$ cat config.mk
export PLATFORM = sky130hd
export DESIGN_NAME = des_round_key_generator_top
export DESIGN_NICKNAME = d
export VERILOG_FILES = /design/src/hw/rtl/des_rkg_pkg.sv /design/src/hw/rtl/des_round_key_generator_top.sv /design/src/hw/rtl/des_rkg_front.sv /design/src/hw/rtl/des_rkg_queue.sv /design/src/hw/rtl/des_rkg_back.sv
export SDC_FILE = /design/constraint.sdc
export NUM_CORES = 1
export LEC_CHECK = 0
export BUFFER_PORTS_ARGS = -buffer_cell sky130_fd_sc_hd__buf_2
export CAP_MARGIN = 10
export CORE_MARGIN = 4
export CORE_UTILIZATION = 52
export DETAILED_ROUTE_END_ITERATION = 10
export PLACE_DENSITY_LB_ADDON = 0.2
export SLEW_MARGIN = 25
export SYNTH_ARGS = -nofsm -noshare
export SYNTH_HDL_FRONTEND = slang
export SYNTH_SLANG_ARGS = --single-unit
$ cat constraint.sdc
create_clock -name clock -period 3.55 [get_ports clock]
set_clock_uncertainty 0.15 [all_clocks]
set_input_delay 0.355 -clock clock [delete_from_list [all_inputs] [get_ports clock]]
set_output_delay 0.355 -clock clock [all_outputs]
set_load 0.01 [all_outputs]
$ cat src/hw/rtl/des_rkg_pkg.sv
`timescale 1ns / 1ps
// ----------------------------------------------------------------------------
// des_rkg_pkg
// Types, permutation tables and helper functions of the DES key schedule.
// ----------------------------------------------------------------------------
package des_rkg_pkg;

   localparam int KeyWidth    = 64;
   localparam int HalfWidth   = 28;
   localparam int CdWidth     = 56;
   localparam int SubkeyWidth = 48;
   localparam int RoundWidth  = 4;

   localparam logic [RoundWidth-1:0] LastRound = 4'd15;

   // set bit r when round r rotates by two
   localparam logic [15:0] RotTwoMask = 16'h7EFC;

   localparam logic [7:0] Pc1Table [CdWidth] = '{
      8'd57, 8'd49, 8'd41, 8'd33, 8'd25, 8'd17, 8'd9,  8'd1,  8'd58, 8'd50, 8'd42, 8'd34,
      8'd26, 8'd18, 8'd10, 8'd2,  8'd59, 8'd51, 8'd43, 8'd35, 8'd27, 8'd19, 8'd11, 8'd3,
      8'd60, 8'd52, 8'd44, 8'd36, 8'd63, 8'd55, 8'd47, 8'd39, 8'd31, 8'd23, 8'd15, 8'd7,
      8'd62, 8'd54, 8'd46, 8'd38, 8'd30, 8'd22, 8'd14, 8'd6,  8'd61, 8'd53, 8'd45, 8'd37,
      8'd29, 8'd21, 8'd13, 8'd5,  8'd28, 8'd20, 8'd12, 8'd4
   };

   localparam logic [7:0] Pc2Table [SubkeyWidth] = '{
      8'd14, 8'd17, 8'd11, 8'd24, 8'd1,  8'd5,  8'd3,  8'd28, 8'd15, 8'd6,  8'd21, 8'd10,
      8'd23, 8'd19, 8'd12, 8'd4,  8'd26, 8'd8,  8'd16, 8'd7,  8'd27, 8'd20, 8'd13, 8'd2,
      8'd41, 8'd52, 8'd31, 8'd37, 8'd47, 8'd55, 8'd30, 8'd40, 8'd51, 8'd45, 8'd33, 8'd48,
      8'd44, 8'd49, 8'd39, 8'd56, 8'd34, 8'd53, 8'd46, 8'd42, 8'd50, 8'd36, 8'd29, 8'd32
   };

   typedef struct packed {
      logic [HalfWidth-1:0] c;
      logic [HalfWidth-1:0] d;
   } cd_item_type;

   // key selection permutation, leftmost key bit is the msb
   function automatic cd_item_type pc1_permute(input logic [KeyWidth-1:0] key);
      logic [CdWidth-1:0] cd;
      logic [5:0]         idx;
      cd = '0;
      for (int i = 0; i < CdWidth; i++) begin
         idx = 6'(KeyWidth - int'(Pc1Table[i]));
         cd[CdWidth-1-i] = key[idx];
      end
      return cd_item_type'(cd);
   endfunction

   // compression permutation over the joined halves
   function automatic logic [SubkeyWidth-1:0] pc2_permute(input cd_item_type cd);
      logic [CdWidth-1:0]     joined;
      logic [SubkeyWidth-1:0] sk;
      logic [5:0]             idx;
      joined = cd;
      sk = '0;
      for (int i = 0; i < SubkeyWidth; i++) begin
         idx = 6'(CdWidth - int'(Pc2Table[i]));
         sk[SubkeyWidth-1-i] = joined[idx];
      end
      return sk;
   endfunction

   function automatic logic [HalfWidth-1:0] rotate_half(input logic [HalfWidth-1:0] x,
                                                        input logic two);
      return two ? {x[HalfWidth-3:0], x[HalfWidth-1:HalfWidth-2]}
                 : {x[HalfWidth-2:0], x[HalfWidth-1]};
   endfunction

endpackage

$ cat src/hw/rtl/des_round_key_generator_top.sv
`timescale 1ns / 1ps
// ----------------------------------------------------------------------------
// des_round_key_generator_top
// The first subkey of a key passes the front register, queue and output register;
// then one subkey per cycle follows while rsp_stall does not hold the output.
// The single round engine issues the 16 subkeys of a key in sequence and takes
// the next key only after the last of them; three further keys may wait.
// Reset clears all control state synchronously; no clearing pass is needed.
// ----------------------------------------------------------------------------
module des_round_key_generator_top (
   input  logic                                 clock,
   input  logic                                 reset,
   input  logic                                 req_valid,
   output logic                                 req_stall,
   input  logic [des_rkg_pkg::KeyWidth-1:0]     req_key,
   output logic                                 rsp_valid,
   input  logic                                 rsp_stall,
   output logic [des_rkg_pkg::SubkeyWidth-1:0]  rsp_subkey,
   output logic [des_rkg_pkg::RoundWidth-1:0]   rsp_round_index,
   output logic                                 rsp_last
);
   import des_rkg_pkg::*;

   logic        push_valid;
   logic        push_stall;
   cd_item_type push_data;
   logic        pop_valid;
   logic        pop_ready;
   cd_item_type pop_data;

   des_rkg_front u_front (
      .clock      (clock),
      .reset      (reset),
      .req_valid  (req_valid),
      .req_stall  (req_stall),
      .req_key    (req_key),
      .push_valid (push_valid),
      .push_stall (push_stall),
      .push_data  (push_data)
   );

   des_rkg_queue u_queue (
      .clock      (clock),
      .reset      (reset),
      .push_valid (push_valid),
      .push_stall (push_stall),
      .push_data  (push_data),
      .pop_valid  (pop_valid),
      .pop_ready  (pop_ready),
      .pop_data   (pop_data)
   );

   des_rkg_back u_back (
      .clock           (clock),
      .reset           (reset),
      .pop_valid       (pop_valid),
      .pop_ready       (pop_ready),
      .pop_data        (pop_data),
      .rsp_valid       (rsp_valid),
      .rsp_stall       (rsp_stall),
      .rsp_subkey      (rsp_subkey),
      .rsp_round_index (rsp_round_index),
      .rsp_last        (rsp_last)
   );

endmodule

$ cat src/hw/rtl/des_rkg_front.sv
`timescale 1ns / 1ps
// ----------------------------------------------------------------------------
// des_rkg_front
// Takes keys, applies the key selection permutation and queues the halves.
// ----------------------------------------------------------------------------
module des_rkg_front (
   input  logic                              clock,
   input  logic                              reset,
   input  logic                              req_valid,
   output logic                              req_stall,
   input  logic [des_rkg_pkg::KeyWidth-1:0]  req_key,
   output logic                              push_valid,
   input  logic                              push_stall,
   output des_rkg_pkg::cd_item_type          push_data
);
   import des_rkg_pkg::*;

   logic        valid_ff;
   logic        valid_in;
   cd_item_type cd_ff;
   cd_item_type cd_in;
   logic        accept;

   assign req_stall  = valid_ff && push_stall;
   assign accept     = req_valid && !req_stall;
   assign push_valid = valid_ff;
   assign push_data  = cd_ff;

   always_comb begin
      valid_in = valid_ff;
      cd_in    = cd_ff;
      if (accept) begin
         valid_in = 1'b1;
         cd_in    = pc1_permute(req_key);
      end else if (valid_ff && !push_stall) begin
         valid_in = 1'b0;
      end
   end

   always_ff @(posedge clock) begin
      if (reset) begin
         valid_ff <= 1'b0;
      end else begin
         valid_ff <= valid_in;
      end
      cd_ff <= cd_in;
   end

endmodule

$ cat src/hw/rtl/des_rkg_queue.sv
`timescale 1ns / 1ps
// ----------------------------------------------------------------------------
// des_rkg_queue
// Two-entry queue of key halves between front and round engine.
// ----------------------------------------------------------------------------
module des_rkg_queue (
   input  logic                      clock,
   input  logic                      reset,
   input  logic                      push_valid,
   output logic                      push_stall,
   input  des_rkg_pkg::cd_item_type  push_data,
   output logic                      pop_valid,
   input  logic                      pop_ready,
   output des_rkg_pkg::cd_item_type  pop_data
);
   import des_rkg_pkg::*;

   cd_item_type entry_ff [2];
   logic        wr_ptr_ff;
   logic        wr_ptr_in;
   logic        rd_ptr_ff;
   logic        rd_ptr_in;
   logic [1:0]  count_ff;
   logic [1:0]  count_in;
   logic        do_push;
   logic        do_pop;

   assign push_stall = (count_ff == 2'd2);
   assign pop_valid  = (count_ff != 2'd0);
   assign pop_data   = entry_ff[rd_ptr_ff];
   assign do_push    = push_valid && !push_stall;
   assign do_pop     = pop_valid && pop_ready;

   always_comb begin
      wr_ptr_in = do_push ? ~wr_ptr_ff : wr_ptr_ff;
      rd_ptr_in = do_pop  ? ~rd_ptr_ff : rd_ptr_ff;
      count_in  = count_ff + 2'(do_push) - 2'(do_pop);
   end

   always_ff @(posedge clock) begin
      if (reset) begin
         wr_ptr_ff <= 1'b0;
         rd_ptr_ff <= 1'b0;
         count_ff  <= 2'd0;
      end else begin
         wr_ptr_ff <= wr_ptr_in;
         rd_ptr_ff <= rd_ptr_in;
         count_ff  <= count_in;
      end
      if (do_push) begin
         entry_ff[wr_ptr_ff] <= push_data;
      end
   end

endmodule

$ cat src/hw/rtl/des_rkg_back.sv
`timescale 1ns / 1ps
// ----------------------------------------------------------------------------
// des_rkg_back
// Round engine: rotates the halves once per cycle unless rsp_stall holds the output, and registers each subkey.
// ----------------------------------------------------------------------------
module des_rkg_back (
   input  logic                                 clock,
   input  logic                                 reset,
   input  logic                                 pop_valid,
   output logic                                 pop_ready,
   input  des_rkg_pkg::cd_item_type             pop_data,
   output logic                                 rsp_valid,
   input  logic                                 rsp_stall,
   output logic [des_rkg_pkg::SubkeyWidth-1:0]  rsp_subkey,
   output logic [des_rkg_pkg::RoundWidth-1:0]   rsp_round_index,
   output logic                                 rsp_last
);
   import des_rkg_pkg::*;

   logic                   busy_ff;
   logic                   busy_in;
   cd_item_type            cd_ff;
   cd_item_type            cd_in;
   logic [RoundWidth-1:0]  round_ff;
   logic [RoundWidth-1:0]  round_in;
   logic                   out_valid_ff;
   logic                   out_valid_in;
   logic [SubkeyWidth-1:0] subkey_ff;
   logic [SubkeyWidth-1:0] subkey_in;
   logic [RoundWidth-1:0]  index_ff;
   logic [RoundWidth-1:0]  index_in;
   logic                   last_ff;
   logic                   last_in;

   logic                   advance;
   logic                   work;
   cd_item_type            src;
   cd_item_type            rot;
   logic [RoundWidth-1:0]  rnd;
   logic                   two;

   assign advance = !out_valid_ff || !rsp_stall;
   assign work    = busy_ff || pop_valid;
   // a new key starts only once the previous one has issued its last round
   assign pop_ready = advance && !busy_ff;

   always_comb begin
      src   = busy_ff ? cd_ff : pop_data;
      rnd   = busy_ff ? round_ff : '0;
      two   = RotTwoMask[rnd];
      rot.c = rotate_half(src.c, two);
      rot.d = rotate_half(src.d, two);

      busy_in      = busy_ff;
      cd_in        = cd_ff;
      round_in     = round_ff;
      out_valid_in = out_valid_ff;
      subkey_in    = subkey_ff;
      index_in     = index_ff;
      last_in      = last_ff;
      if (advance) begin
         out_valid_in = work;
         if (work) begin
            cd_in     = rot;
            subkey_in = pc2_permute(rot);
            index_in  = rnd;
            last_in   = (rnd == LastRound);
            busy_in   = (rnd != LastRound);
            round_in  = rnd + 1'b1;
         end
      end
   end

   always_ff @(posedge clock) begin
      if (reset) begin
         busy_ff      <= 1'b0;
         round_ff     <= '0;
         out_valid_ff <= 1'b0;
      end else begin
         busy_ff      <= busy_in;
         round_ff     <= round_in;
         out_valid_ff <= out_valid_in;
      end
      cd_ff     <= cd_in;
      subkey_ff <= subkey_in;
      index_ff  <= index_in;
      last_ff   <= last_in;
   end

   assign rsp_valid       = out_valid_ff;
   assign rsp_subkey      = subkey_ff;
   assign rsp_round_index = index_ff;
   assign rsp_last        = last_ff;

endmodule
==> impl_metrics.tcl <==
set metrics [dict create \
    status "complete, no violations" \
    wl_met2_mm 8.46 \
    crit_fanout 82 \
    finalWorstPathRequiredPeriod_ns 2.33 \
    ys_seq_elements 241 \
    yosys-top-cells-area "edfxtp_1, mux2i_1, buf_4, a21oi_1, nor2_1" \
    diodes 0 \
    cts_buffers 25 \
    detail-route-antenna-nets 0 \
    synth_mux_area_share_pct 11.7 \
    worstSetupEndpointType "flip-flop" \
    antenna_found_initial 0 \
    die_h_um 144 \
    max_stage_delay_ns 0.71 \
    final_hold_viol_count 0 \
    synthArstFlopShare_pct 0 \
    post-route-drc-count 0 \
    grt_max_degree 83 \
    vdd_drop_max_mv 0.489 \
    finalMaxSlewViolations 0 \
    synth_top_area_share_pct 71.3 \
    layout_common_cells "edfxtp_1, buf_2, mux2i_1" \
    yosys.area_share.simple_pct 4.07 \
    dpl_cell_area_sq_mm 0.0100 \
    final_common_cell "edfxtp_1" \
    layout-drive-gt1-share_pct 22.2 \
    design_area_sq_mm 0.0113 \
    final-setup-viol-count 0 \
    r2r-start "u_back.busy_ff" \
    clock_latency_ns 0.51 \
    tns_ns 0 \
    hold_end "u_back.rsp_valid" \
    hpwl_mm 9.64 \
    post-route-util_pct 62.6 \
    register_area_sq_mm 0.00712 \
    syn_area_sq_mm 0.00965 \
    crit_required_ns 3.60 \
    max_cap_viol_count 0 \
    pwr_density_cell_mw_per_mm2 784 \
    clk_pin_slew_worst_paths_ns 0.07 \
    yosys_warnings 0 \
    clock_path_buffers 3 \
    p_leak_nw 4.48 \
    track_usage_pct 15.9 \
    synth_cells 597 \
    met1_length_mm 7.20 \
    start_kind "flip-flop" \
    grt_pass1_wl_mm 26.2 \
    hp-start "rsp_stall" \
    wirelength_mm 16.7 \
    critical-path-slowest-cell "buf_4" \
    clock_sinks 241 \
    first_iter_violations 249 \
    die_w_um 144 \
    cp_cell_sequence "buf_4 > nor2_1 > a21oi_1 > mux2i_1" \
    core-area_sq_mm 0.0181 \
    synthXorXnorAreaFrac_pct 0.363 \
    routedWlPerCell_um 17.2 \
    syn_area_per_cell_sq_um 16.2 \
    fmax_mhz 429 \
    cp_num_buf_inv 1 \
    met3_wirelength_um 752 \
    ff2ff_setup_slack_ns 1.22 \
    rows 49 \
    top_layer_used "met4" \
    relSlewSlack_pct 30.4 \
    die-area_sq_mm 0.0208 \
    rsz0062_at_grt "no" \
    nFillCells 1346 \
    io_pins 123 \
    multi_input_comb_area_sq_mm 0.00196 \
    synth_cell_types 30 \
    cts_root_buf "clkbuf_16" \
    ys_seq_area_share_pct 73.8 \
    nets 797 \
    r2r_end "u_back.rsp_subkey[40]" \
    area_growth_pct 17.4 \
    cts_tree "yes" \
    yosys.area.top_type "edfxtp_1" \
    whs_path_depth 3 \
    place_congestion 0.752 \
    numPortBuffers 114 \
    arrival_ns 2.38 \
    r2r_cells 4 \
    synth_compound_area_share_pct 3.67 \
    synth_top_family_by_area "multiplexers" \
    setup.worst_path.class "flip-flop to flip-flop" \
    grt_pass1_vias 5124 \
    worst_pin_slew_ns 1.04 \
    synth_nets 667 \
    dr.pass1.iters 4 \
    hold_class "primary input to flip-flop" \
    synth_fa_ha_area_share_pct 0.259 \
    grt_overflow 0 \
    vias 5084 \
    cts_max_level 1 \
    period_share_pct 65.7 \
    viasPerCell 5.23 \
    synth_edf_count 229 \
    crit_family "buffers and inverters" \
    initial_core_util_pct 53.3 \
    synthFlopType "edfxtp_1" \
]
## Yosys cell counts (2+ instances only)
master      n
nor2_1     68
and2_1      5
nand2_1     7
edfxtp_1  229
a211oi_1    2
xor2_1      2
buf_12      5
dfxtp_1    12
buf_4      54
and3_1      2
xnor2_1     2
clkbuf_1    8
ha_1        2
a21oi_1    61
inv_1       4
mux2i_1   112
nor2b_1     2
buf_2       8
## cells by family (layout without fill, tap and decap cells)
logic type,after synthesis,after routing
AOI/OAI and AO/OA,67,67
and+or+nand+nor,91,91
muxes,113,113
adders and majority gates,2,2
DFF,241,241
buffers and inverters,79,225
xor gates and xnor gates,4,4
## per-layer routing
metal / track usage (%) / up-vias
li1: - / 2439
met1: 20.7 / 2509
met2: 28.0 / 108
met3: 2.65 / 28
met4: 4.22 / 0
met5: 0 / -
## sequential cells by signal, indices dropped and copies added, names as in the netlist, named ones only
| register | flops |
|---|---|
| u_back.round_ff | 4 |
| u_queue.wr_ptr_ff | 1 |
| u_back.rsp_last | 1 |
| u_back.rsp_subkey | 47 |
| u_back.busy_ff | 1 |
| u_back.rsp_valid | 1 |
| u_queue.rd_ptr_ff | 1 |
| u_back.rsp_round_index | 4 |
| u_front.push_valid | 1 |
| u_back.cd_ff | 9 |
| u_front.push_data | 56 |
| u_queue.entry_ff | 112 |
| u_queue.count_ff | 2 |
## where the power goes
group	leakage (nW)	internal (W)	switching (W)
clock network	0.365	0.00135	0.00100
logic	1.84	0.000882	0.00120
registers	2.27	0.00395	0.000483
total	4.48	0.00619	0.00269
## worst max path at each step
| stage | slack (ns) | endpoint | from | depth (start not counted) |
|---|---|---|---|---|
| after global placement | 1.28 | u_back.rsp_subkey[18] | u_back.busy_ff | 4 |
| final | 1.22 | u_back.rsp_subkey[40] | u_back.busy_ff | 4 |
| after CTS | 1.20 | u_back.rsp_subkey[40] | u_back.busy_ff | 4 |
| after detailed placement | 1.22 | u_back.rsp_subkey[40] | u_back.busy_ff | 4 |
| after global routing | 1.02 | u_back.rsp_subkey[40] | u_back.busy_ff | 4 |
| after floorplan | 0.03 | u_queue.entry_ff[0][0] | u_queue.count_ff[0] | 3 |
## cell type report
| cell class | instances | area share [%] |
|---|---|---|
| repair buffers | 178 | 10.7 |
| inverters | 4 | 0.133 |
| flip-flops and latches | 241 | 62.9 |
| clock buffers | 29 | 5.65 |
| well taps | 229 | 2.53 |
| clock inverters | 14 | 0.817 |
| multi-input cells | 277 | 17.3 |
## metrics by stage
| stage | power [W] | hold WS, ns | cells | setup WS (ns) |
|---|---|---|---|---|
| after detailed placement | 0.00656 | 0.280 | 871 | 1.22 |
| after floorplan | 0.00616 | 0.271 | 597 | 0.0335 |
| after global placement | 0.00649 | 0.272 | 871 | 1.28 |
| after CTS | 0.00899 | 0.0888 | 972 | 1.20 |
| final | 0.00888 | 0.121 | 972 | 1.22 |
| after global routing | 0.00940 | 0.116 | 972 | 1.02 |
## worst register-to-register path: stages (launching register included)
cell	delay [ns]
dfxtp_4	0.63
buf_4	0.72
nor2_1	0.16
a21oi_1	0.23
mux2i_1	0.13
## repair_timing
action                    CTS  global route
hold buffers               58             0
buffers inserted            0             0
gates resized for setup     0             0
hold endpoints to repair   61             0
Power figures use the tool's default switching activity.
